$ cat config.mk
export PLATFORM = sky130hd
export DESIGN_NAME = rpkp_store
export DESIGN_NICKNAME = d
export VERILOG_FILES = /design/src/rtl/rpkp_pkg.sv /design/src/rtl/rpkp_store.sv
export SDC_FILE = /design/constraint.sdc
export NUM_CORES = 2
export LEC_CHECK = 0
export BUFFER_PORTS_ARGS = -buffer_cell sky130_fd_sc_hd__buf_2
export CORE_MARGIN = 2
export CORE_UTILIZATION = 35
export CTS_CLUSTER_SIZE = 16
export DETAILED_ROUTE_END_ITERATION = 8
export RECOVER_POWER = 50
export SYNTH_ARGS = -nofsm -noshare
export SYNTH_HDL_FRONTEND = slang
export SYNTH_SLANG_ARGS = --single-unit
$ cat constraint.sdc
create_clock -name clk -period 5.2 [get_ports clk]
set_input_delay 0.26 -clock clk [delete_from_list [all_inputs] [get_ports clk]]
set_output_delay 0.26 -clock clk [all_outputs]
set_load 0.01 [all_outputs]
$ cat src/rtl/rpkp_pkg.sv
// package: action and status codes, item types and state machine type for the key pool
package rpkp_pkg;

  typedef enum logic [1:0] {
    ACT_INSERT = 2'd0,
    ACT_DELETE = 2'd1,
    ACT_PICK   = 2'd2,
    ACT_NONE   = 2'd3
  } action_t;

  typedef enum logic [2:0] {
    ST_OK        = 3'd0,
    ST_DUPLICATE = 3'd1,
    ST_FULL      = 3'd2,
    ST_NOT_FOUND = 3'd3,
    ST_EMPTY     = 3'd4
  } status_t;

  typedef enum logic [2:0] {
    S_IDLE,
    S_SEARCH,
    S_DIVIDE,
    S_READ,
    S_MOVE,
    S_OUT
  } fsm_t;

  localparam int unsigned KEY_W   = 32;
  localparam int unsigned RND_W   = 32;
  localparam int unsigned COUNT_W = 7;

  typedef struct packed {
    action_t          action;
    logic [KEY_W-1:0] key;
    logic [RND_W-1:0] random_value;
  } req_t;

  typedef struct packed {
    status_t            status;
    logic [KEY_W-1:0]   picked_key;
    logic [COUNT_W-1:0] count;
  } rsp_t;

endpackage

$ cat src/rtl/rpkp_store.sv
// key memory: one write port, one registered read port
module rpkp_store
  import rpkp_pkg::*;
#(
  parameter int unsigned DEPTH = 64,
  parameter int unsigned AW    = 6
) (
  input  logic             clk,
  input  logic             we,
  input  logic [AW-1:0]    waddr,
  input  logic [KEY_W-1:0] wdata,
  input  logic [AW-1:0]    raddr,
  output logic [KEY_W-1:0] rdata
);
  logic [KEY_W-1:0] mem [DEPTH];
  logic [KEY_W-1:0] rdata_r;

  always_ff @(posedge clk) begin
    if (we) mem[waddr] <= wdata;
    rdata_r <= mem[raddr];
  end

  assign rdata = rdata_r;
endmodule
* Yosys cells after proc, flatten, opt, wreduce, memory -nomap -nowiden
Memories as Yosys holds them, arrays and structs flattened. A register that Yosys moved wholly into a read port is not among the register bits.
Index checks and enable logic that the tools add are counted.
** Word-level totals
- Output and inout port bits :: 32
- Memory bits (writable) :: 2048
- Memories :: 1
- Register bits :: 0
- Logic and storage cells :: 3
** Memory list
- mem :: depth 64, width 32, rd ports 1, clocked after memory_dff 1, wr ports 1, RTL line rpkp_store.sv:15 : logic [KEY_W-1:0] mem [DEPTH];
** Cells by class
- Multiplexer cells :: 2
** Operator list (number)
- 1-bit two-way mux :: 2

* Longest topological paths before layout
- Depth in word-level cells :: 2
- Depth in mapped cells :: 10

* Least setup slack after synthesis
No wires, ideal clock.
- Path kind :: input to register
- From :: in waddr[3]
- To :: mem mem[48][0] (enable)
- Path slack :: 1780 ps
- Setup time :: 461 ps
- Data required time :: 4739 ps
- Arrival :: 2959 ps
- Buffers on the path :: 1
- Cell stages on the path :: 4
- Cell sequence :: clkbuf_1 > nor2b_1 > nand4b_1 > nor3_1
** RTL lines
- start: declaration :: RTL line rpkp_store.sv:10 : input logic [AW-1:0] waddr,
- end: declaration :: RTL line rpkp_store.sv:15
No word-level cell before the write port.

* Worst setup path after layout
- From :: in waddr[2]
- To :: mem mem[54][26] (enable)
No word-level cell before the write port.

==> run metrics <==
TritonRoute pass-1 iters 5; clock period minus final worst setup slack 3.021 ns; top cells by count, synth edfxtp_1, mux4_2, nor2_1; Final Max Tran Viols 2,111; Synth Net Count 3,370; Synth area leader edfxtp_1; Slew @ Worst Pin 3.713 ns; CP arrival 3.50 ns; run status finished, violations left; clock skew 0.06382 ns; initial antenna violation count 24; CTS H-tree depth 4; top cell type's share of synthesized area 78.33%; Max FO, Critical Path 19; Initial Util 35.28%; pin count of the biggest net entering global routing 65; period utilisation layout 58.10%; Placed Instances 6,370; placed inst area 0.08380 sq mm; leakage 27.81 nW; Cell Pwr Density 389.4 mW/mm^2; fin cells 6,765; Distinct cells, synth 34; CTS sink count 2,080; Max Root-Sink Buffers 3; Max-cap violations 34; Nets 3,650; chip height 477.6 microns; Slew HR -147.6%; Filler cells 19,430; Cells after Synth 3,324; total core area 0.2225 sq mm; Area contributors post-synth edfxtp_1, mux4_2, mux2i_1; final hold viol count 0; Post-DP HPWL 120,500 microns; Num CTS Buffers 203; type of element launching the critical path primary input; Final Instance Area 0.09042 sq mm; IO Pins 78; failing checks max-capacitance violations, max-slew violations; pre-CTS WS 1.493 ns; worst min path class in2reg; VDD IR max 376.4 uV; unrepaired setup endpoints after global routing false; row cnt 173; top_reg_cell synth edfxtp_1; Synth Cell Area 0.07852 sq mm; fmax 331.0 MHz; root buffer cell clkbuf_16; vias per inst 5.497; count leader, synth edfxtp_1; Sequential Area 0.06214 sq mm; fraction of the yosys area taken by sequential cells 79.14%; Routability Congestion 0.8404; Overall Global Routing Usage 18.00%; area delta synth->final 15.17%; Post-synth EDFFs 2,048; Final Worst Setup Slack 2.179 ns; CP Data Required Time 5.68 ns; die area 0.2281 sq mm; Skew-Pair Late Insertion Delay 0.84 ns; ys async rst share 0%; total gr overflow 0; first-pass GRT wire length 290,300 microns; critical path class in2reg; DR vias 37,180; layout cells sized above 1 29.48%; yosys warns 0; vias in the first global route 37,360; multi-input combinational cell area 0.01593 sq mm; CTS clk-pin slew, worst paths 0.06 ns; Post-Route WL 208,200 microns; crit end category register; initial drt markers 5,312; synthesized flop and latch total 2,080; Final ANT Viol Nets 0; drc violations 0; Syn Area/Cell 23.62 sq um; TritonCTS clock tree yes; drt wl/cell 30.77 microns; PnR Total Power 35.21 mW; die width 477.6 microns; CTS resizes 0; setup tns final 0 ns; Port-buffer cells 77; final setup vio count 0
metrics by stage:
step | hold slack, ns | utilization (%)
after detailed placement | 0.6679 | 37.66
after CTS | 0.02304 | 40.69
after global placement | 0.6651 | 37.66
final | 0.08730 | 40.64
after floorplan | 0.3589 | -
after global routing | 0.09779 | 40.63
timing repair:
item                                   CTS  global route
hold buffers                             4             0
setup buffers                            0             0
endpoints found under the hold margin   14             0
setup endpoints to repair                0             0
layer usage:
metal / part of all wire (%) / up-vias / track usage (%)
met5: 0.049 / - / 0
met4: 3.0 / 16 / 5.608
met3: 7.8 / 296 / 3.174
met2: 48 / 1640 / 28.87
met1: 41 / 20370 / 25.06
li1: - / 14860 / -
registers in the layout, summed over array words and instances (netlist names):
signal	count
mem	2048
rdata	32
cell type report:
type / instances / area share, %
Tap cell: 2975 / 4.117
Sequential cell: 2080 / 68.72
Antenna cell: 11 / 0.03044
Timing Repair Buffer: 257 / 2.102
Clock buffer: 264 / 6.065
Multi-Input combinational cell: 1062 / 17.62
Clock inverter: 116 / 1.345
cells in the final DEF, fill, tap and decap left out, drive strengths merged, types with 5 or more instances in the layout:
cell type  netlist  final
edfxtp        2048   2048
mux4           544    544
clkbuf          74    298
buf            108    219
nor2           137    137
mux2i           93     93
clkinv           0     85
o22ai           84     84
a21oi           62     62
dfxtp           32     32
o221ai          27     27
nand2           26     26
bufinv           0     22
nor2b           15     15
a22oi           12     12
diode            0     11
a311oi           8      8
nand2b           8      8
nor3             7      7
clkinvlp         0      6
nand3b           5      5
nand3            5      5
or3b             5      5
path summary, 6_finish.rpt:
check	start	to	slack (ns)	depth (start not counted)
max reg2reg	mem[31][21]	rdata[21]	2.65	4
min reg2reg	mem[12][17]	rdata[17]	0.72	4
min	waddr[0]	mem[43][16]	0.09	3
max	waddr[2]	mem[54][26]	2.18	5
worst max-delay path, stage by stage:
cell and delay (ns):
dlygate4sd3_1 0.60, clkbuf_1 0.35, nand2_1 0.18, nor2_1 1.49, buf_4 0.58
kinds of logic after synthesis:
kind of cell           count (synthesis)  share of synthesized area, %
AOI/OAI and AO/OA                    202                         1.673
muxes                                637                         16.79
buffers and inverters                182                         1.128
and+or+nand+nor                      223                         1.265
DFF                                 2080                         79.14
power breakdown:
| group | leakage, nW | total [mW] | internal, mW | switching (mW) |
|---|---|---|---|---|
| clock network | 3.26 | 14.8 | 8.52 | 6.23 |
| logic | 5.85 | 1.78 | 0.632 | 1.14 |
| registers | 18.7 | 18.7 | 18.6 | 0.0765 |
| total | 27.8 | 35.2 | 27.8 | 7.45 |
(Power assumes the default switching activity.)
