===== src/rtl/rpkp_pkg.sv =====
// package: action and status codes, item types and state machine type for the key pool
package rpkp_pkg;

  typedef enum logic [1:0] {
    ACT_INSERT = 2'd0,
    ACT_DELETE = 2'd1,
    ACT_PICK   = 2'd2,
    ACT_NONE   = 2'd3
  } action_t;

  typedef enum logic [2:0] {
    ST_OK        = 3'd0,
    ST_DUPLICATE = 3'd1,
    ST_FULL      = 3'd2,
    ST_NOT_FOUND = 3'd3,
    ST_EMPTY     = 3'd4
  } status_t;

  typedef enum logic [2:0] {
    S_IDLE,
    S_SEARCH,
    S_DIVIDE,
    S_READ,
    S_MOVE,
    S_OUT
  } fsm_t;

  localparam int unsigned KEY_W   = 32;
  localparam int unsigned RND_W   = 32;
  localparam int unsigned COUNT_W = 7;

  typedef struct packed {
    action_t          action;
    logic [KEY_W-1:0] key;
    logic [RND_W-1:0] random_value;
  } req_t;

  typedef struct packed {
    status_t            status;
    logic [KEY_W-1:0]   picked_key;
    logic [COUNT_W-1:0] count;
  } rsp_t;

endpackage


===== src/rtl/rpkp_mod.sv =====
// restoring remainder unit: one quotient bit per cycle
module rpkp_mod
  import rpkp_pkg::*;
#(
  parameter int unsigned CW = 7
) (
  input  logic             clk,
  input  logic             rst_n,
  input  logic             start,
  input  logic [RND_W-1:0] dividend,
  input  logic [CW-1:0]    divisor,
  output logic             done,
  output logic [CW-1:0]    remainder
);
  localparam int unsigned SW = $clog2(RND_W + 1);

  logic [RND_W-1:0] num_r, num_nxt;
  logic [CW:0]      rem_r, rem_nxt;
  logic [SW-1:0]    cnt_r, cnt_nxt;
  logic             busy_r, busy_nxt;
  logic             done_r, done_nxt;
  logic [CW:0]      trial;

  always_comb begin
    num_nxt  = num_r;
    rem_nxt  = rem_r;
    cnt_nxt  = cnt_r;
    busy_nxt = busy_r;
    done_nxt = 1'b0;
    trial    = {rem_r[CW-1:0], num_r[RND_W-1]};
    if (start) begin
      num_nxt  = dividend;
      rem_nxt  = '0;
      cnt_nxt  = SW'(RND_W);
      busy_nxt = 1'b1;
    end else if (busy_r) begin
      num_nxt = {num_r[RND_W-2:0], 1'b0};
      if (trial >= {1'b0, divisor}) rem_nxt = trial - {1'b0, divisor};
      else rem_nxt = trial;
      cnt_nxt = cnt_r - SW'(1);
      if (cnt_r == SW'(1)) begin
        busy_nxt = 1'b0;
        done_nxt = 1'b1;
      end
    end
  end

  always_ff @(posedge clk) begin
    if (!rst_n) begin
      busy_r <= 1'b0;
      done_r <= 1'b0;
      cnt_r  <= '0;
    end else begin
      busy_r <= busy_nxt;
      done_r <= done_nxt;
      cnt_r  <= cnt_nxt;
    end
    num_r <= num_nxt;
    rem_r <= rem_nxt;
  end

  assign done      = done_r;
  assign remainder = rem_r[CW-1:0];
endmodule


===== config.mk =====
export PLATFORM = sky130hd
export DESIGN_NAME = rpkp_mod
export DESIGN_NICKNAME = d
export VERILOG_FILES = /design/src/rtl/rpkp_pkg.sv /design/src/rtl/rpkp_mod.sv
export SDC_FILE = /design/constraint.sdc
export NUM_CORES = 1
export LEC_CHECK = 0
export BUFFER_PORTS_ARGS = -buffer_cell sky130_fd_sc_hd__buf_2
export CORE_MARGIN = 2
export CORE_UTILIZATION = 58
export CTS_CLUSTER_DIAMETER = 150
export DETAILED_ROUTE_END_ITERATION = 10
export GPL_TIMING_DRIVEN = 0
export HOLD_SLACK_MARGIN = 0.06
export PLACE_DENSITY = 0.89
export SETUP_SLACK_MARGIN = 0.02
export SYNTH_ARGS = -nofsm -noshare
export SYNTH_HDL_FRONTEND = slang
export SYNTH_SLANG_ARGS = --single-unit
export TNS_END_PERCENT = 30

===== constraint.sdc =====
create_clock -name clk -period 5.85 [get_ports clk]
set_input_delay 0.2925 -clock clk [delete_from_list [all_inputs] [get_ports clk]]
set_output_delay 0.2925 -clock clk [all_outputs]
set_load 0.01 [all_outputs]

After elaboration in Yosys (flattened, before gate mapping):

Cells that the tools add are included.

* output and inout port bits: 8
* register bits: 47

* muxes and demuxes: 9
* $add $sub $neg: 2
* magnitude comparators: 1
* bitwise gates (word level): 2
* reduce and logical (&&, ||, !) cells: 3
* eq/ne operators: 1

Operators by type and width (number)
* 32-bit two-way mux: 2
* 6-bit two-way mux: 2
* 8-bit by 7-bit >= comparator with 1-bit output: 1
* 7-bit two-way mux: 1
* 7-bit subtractor: 1
* 6-bit by 1-bit equality test with 1-bit output, second input constant: 1
* 6-bit by 1-bit subtractor with 6-bit output, second input constant: 1
* 1-bit two-way mux: 4
* 3-bit OR reduction: 1
* 1-bit NOT: 2
* 2-bit nonzero test: 1
* 2-bit OR reduction: 1

Depth between registers and ports, before layout:

* word-level depth: 4
* mapped depth: 10
* mapped depth without buffers: 9

Worst setup path before layout:

No wires, ideal clock.

* path type: reg2reg
* start point: register num_r[31]
* end point: register rem_r[5]
* arrival time: 2.139 ns
* path buffers: 1
* required time: 5.762 ns
* clock period less this slack: 2.227 ns
* library setup time: 0.088 ns
* cell stages (with the launch flop): 11
* path slack: 3.623 ns
* cell sequence: edfxtp_1 > inv_1 > ha_1 > inv_1 > fa_1 > a211oi_2 > o21ai_1 > a41o_1 > buf_6 > or2_0 > a311oi_2

* longest elaborated chain between the ends: 2
* elaborated cells between the ends (all ways): 3
* those cells by class: add/sub: 1; order compare: 1; mux: 1

Ends and longest elaborated chain
* start: declaration: line rpkp_mod.sv:17 `logic [RND_W-1:0] num_r, num_nxt;`
* start signal: assignment: line rpkp_mod.sv:58 `num_r <= num_nxt;`
* 7-bit subtractor or 8-bit by 7-bit >= comparator with 1-bit output (tied branches): line rpkp_mod.sv:38 `if (trial >= {1'b0, divisor}) rem_nxt = trial - {1'b0, divisor};`
* 7-bit two-way mux (*): line rpkp_mod.sv:38
* end signal: assignment: line rpkp_mod.sv:59 `rem_r <= rem_nxt;`
* end: declaration: line rpkp_mod.sv:18 `logic [CW:0] rem_r, rem_nxt;`

Mark *: on every way between the ends. The rest lies on a longest branch, timed or not.
A chain may end at the register's enable or synchronous reset.

Final worst setup path:

Ends and elaborated chain as after synthesis.

==> run_results.csv <==
group,metric,value,unit
placement,portBuffers,48,
pwr,irDropWorstVdd,0.190,mV
finish,fin_nets,297,
sta,final-setup-viol-count,0,
floorplan,die_h,67.4,µm
floorplan,die_width,67.4,µm
clock_tree,cts_buffers,5,
sta,maxSlewHeadroom,50.5,%
critical_path,cpPeakStageDelay,0.41,ns
route,ant_nets,0,
critical_path,critPathTopFamily,"compound AO/OA/AOI/OAI gates",
sta,finalMaxSlewViolations,0,
floorplan,core,0.00394,mm²
flow_run,maxCapViolations,0,
critical_path,reg2reg_depth,10,
clock_tree,clock_sinks,47,
route,dr_wl_met3,205,µm
placement,dp_hpwl,3210,µm
clock_tree,hold_buffers,0,
yosys,syn_nets,242,
critical_path,crit_path_start_kind,"flop",
pwr,p_leak,0.00114,µW
sta,fin_crit_sh,41.2,%
grt,grt_max_degree,33,
clock_tree,post-cts-setup-buffers,0,
sta,worst_pin_slew,0.740,ns
min_path,hold_path_class,"primary input to flop",
sta,fmax,0.415,GHz
yosys,synth-main-ff-cell,"edfxtp_1",
sta,min_period,2.41,ns
grt,grt_pass1_vias,1571,
clock_tree,h-tree-depth,2,
critical_path,rrSetupSlack,3.44,ns
clock_tree,root_buffer,"clkbuf_8",
yosys,ys_top_cells_by_area,"edfxtp_1 41%, mux2_2 15%, dfxtp_1 13%, ha_1 4.8%, nor2_1 2.6%",
yosys,ys_ff_latch,47,
critical_path,crit_path_cell_trace,"inv_1 > ha_1 > inv_1 > fa_1 > a211oi_2 > o21ai_1 > a41o_1 > buf_6 > or2_0 > a311oi_2",
yosys,synth.top_cell.area_share,41.2,%
critical_path,crit_slowest_cell,"fa_1",
floorplan,ios,50,
finish,diodes,0,
yosys,ys_types,41,
clock_tree,clk_latency,0.30,ns
clock_tree,cts_resized,0,
clock_tree,cts_tree,"built",
route,dr.first_iter.drc_count,122,
sta,hold_violations,0,
placement,gp_congestion,0.793,
yosys,syn_inst,190,
route,first_pass_iters,4,
grt,grt_util_all_layers,21.0,%
yosys,ys.warnings.count,0,
sta,grt_setup_unrepaired,"no",
critical_path,path_buf_inv,3,
critical_path,critPathRequiredTime,6.06,ns
yosys,async_flop_share,0,%
clock_tree,cts_buffer_depth,2,
sta,fin_skew,0.00731,ns
critical_path,criticalPathCategory,"flop to flop",
finish,drive_above_1_share,38.2,%
critical_path,cpMostUsedCell,"inv_1",
floorplan,initial_utilization,59.2,%
clock_tree,clk_pin_slew_worst_paths,0.08,ns
finish,num-fill-cells,285,
route,vias,1611,
route,post-route-drc-count,0,
yosys,synth_edf_count,32,
pwr,power,740,µW
critical_path,worstReg2RegStart,"num_r[31]",
route,wl_met1,1830,µm
floorplan,rows,23,
critical_path,worst_setup_path_end_kind,"flop",
route,vias_per_cell,5.44,
finish,mostFrequentLayoutCell,"buf_2",
yosys,yosysSeqAreaShare,54.0,%
sta,setup_tns,0,ns
critical_path,crit_arrival,2.62,ns
critical_path,crit_start,"num_r[31]",
floorplan,dieArea,0.00455,mm²
finish,syn2layout_area_growth,16.7,%
status,status,"completed",
yosys,syn_area_per_cell,12.3,µm²
route,wl_per_cell,14.5,µm
min_path,min_from,"rst_n",
yosys,synth_area,0.00233,mm²
critical_path,crit_fanout,10,
pwr,p_per_area,272,mW/mm²
yosys,yosys.area.top_type,"edfxtp_1",
grt,grt_pass1_wl,6920,µm
critical_path,cp_num_cells,10,
finish,layout_common_cells,"49 x buf_2, 32 x edfxtp_1, 31 x mux2_2, 16 x nor2_1",
critical_path,r2r_end,"rem_r[5]",
route,dr.max_layer_used,"met4",
route,wl,4290,µm
route,route.met2.wl,2190,µm
grt,antenna_found_initial,0,
grt,grt_overflow,0,
critical_path,crit_end,"rem_r[5]",
kinds of logic after synthesis:
| kind of cell | Yosys count | share of synthesized area (%) |
|---|---|---|
| AND/OR/NAND/NOR | 41 | 8.47 |
| buffers and inverters | 24 | 4.24 |
| flip-flops | 47 | 54.0 |
| AO/OA/AOI/OAI | 24 | 7.51 |
| adder cells (fa/ha/maj) | 10 | 5.68 |
| multiplexers | 35 | 16.7 |
| XOR/XNOR | 9 | 3.38 |
final cells by class:
class | count | area [µm²] | area share, %
clock inverters | 2 | 12.5 | 0.459
plain buffers | 8 | 38.8 | 1.42
flip-flops and latches | 47 | 1260 | 46.3
inverters | 16 | 60.1 | 2.20
multi-input cells | 119 | 976 | 35.8
repair buffers | 48 | 240 | 8.82
well taps | 50 | 62.6 | 2.30
clock buffers | 6 | 72.6 | 2.66
Yosys cell counts, types with 2 or more instances:
| cell | n |
|---|---|
| nor2_1 | 16 |
| o21ai_0 | 4 |
| and3_1 | 2 |
| inv_1 | 15 |
| dfxtp_1 | 15 |
| xnor2_1 | 4 |
| clkbuf_1 | 3 |
| a311o_1 | 2 |
| o21ai_1 | 2 |
| nand3_1 | 3 |
| a211oi_1 | 5 |
| xor2_1 | 5 |
| nor3_1 | 3 |
| ha_1 | 9 |
| mux2i_1 | 4 |
| edfxtp_1 | 32 |
| a21oi_1 | 4 |
| nand2_1 | 7 |
| buf_1 | 3 |
| mux2_2 | 31 |
worst min-delay path by stage:
stage	end	slack, ns	cells past startpoint
after floorplan	busy_r	0.42	1
after global placement	cnt_r[1]	0.49	2
after detailed placement	rem_r[3]	0.52	2
after CTS	busy_r	0.25	2
after global routing	cnt_r[5]	0.27	2
final	busy_r	0.24	2
worst reg2reg max path: stages, from the launching register on:
cell,delay [ns]
edfxtp_1,0.37
inv_1,0.09
ha_1,0.16
inv_1,0.05
fa_1,0.41
a211oi_2,0.27
o21ai_1,0.11
a41o_1,0.27
buf_6,0.15
or2_0,0.21
a311oi_2,0.25
sequential cells by signal, indices dropped and copies added (netlist names):
signal  cells
busy_r      1
done        1
num_r      32
cnt_r       6
rem_r       7
routing by layer:
layer,track usage (%),up-vias
li1,-,794
met1,25.6,768
met2,35.5,40
met3,6.00,9
met4,7.91,0
met5,0,-
through the flow:
step / instance area, µm² / hold WS, ns / std cells / worst slack, ns / utilization, %
final: 2720 / 0.241 / 296 / 3.44 / 69.1
after global routing: 2720 / 0.269 / 296 / 3.33 / 69.1
after CTS: 2720 / 0.247 / 296 / 3.45 / 69.0
after detailed placement: 2640 / 0.522 / 288 / 3.47 / 66.9
after global placement: 2640 / 0.491 / 288 / 3.51 / 66.9
after floorplan: 2330 / 0.421 / 190 / 3.62 / -
report_power, final:
group          internal (µW)  switching, µW  leakage (µW)
registers                393           14.8      0.000446
logic                   70.4           72.7      0.000655
clock network           83.6            106     0.0000412
(Power assumes the default switching activity.)
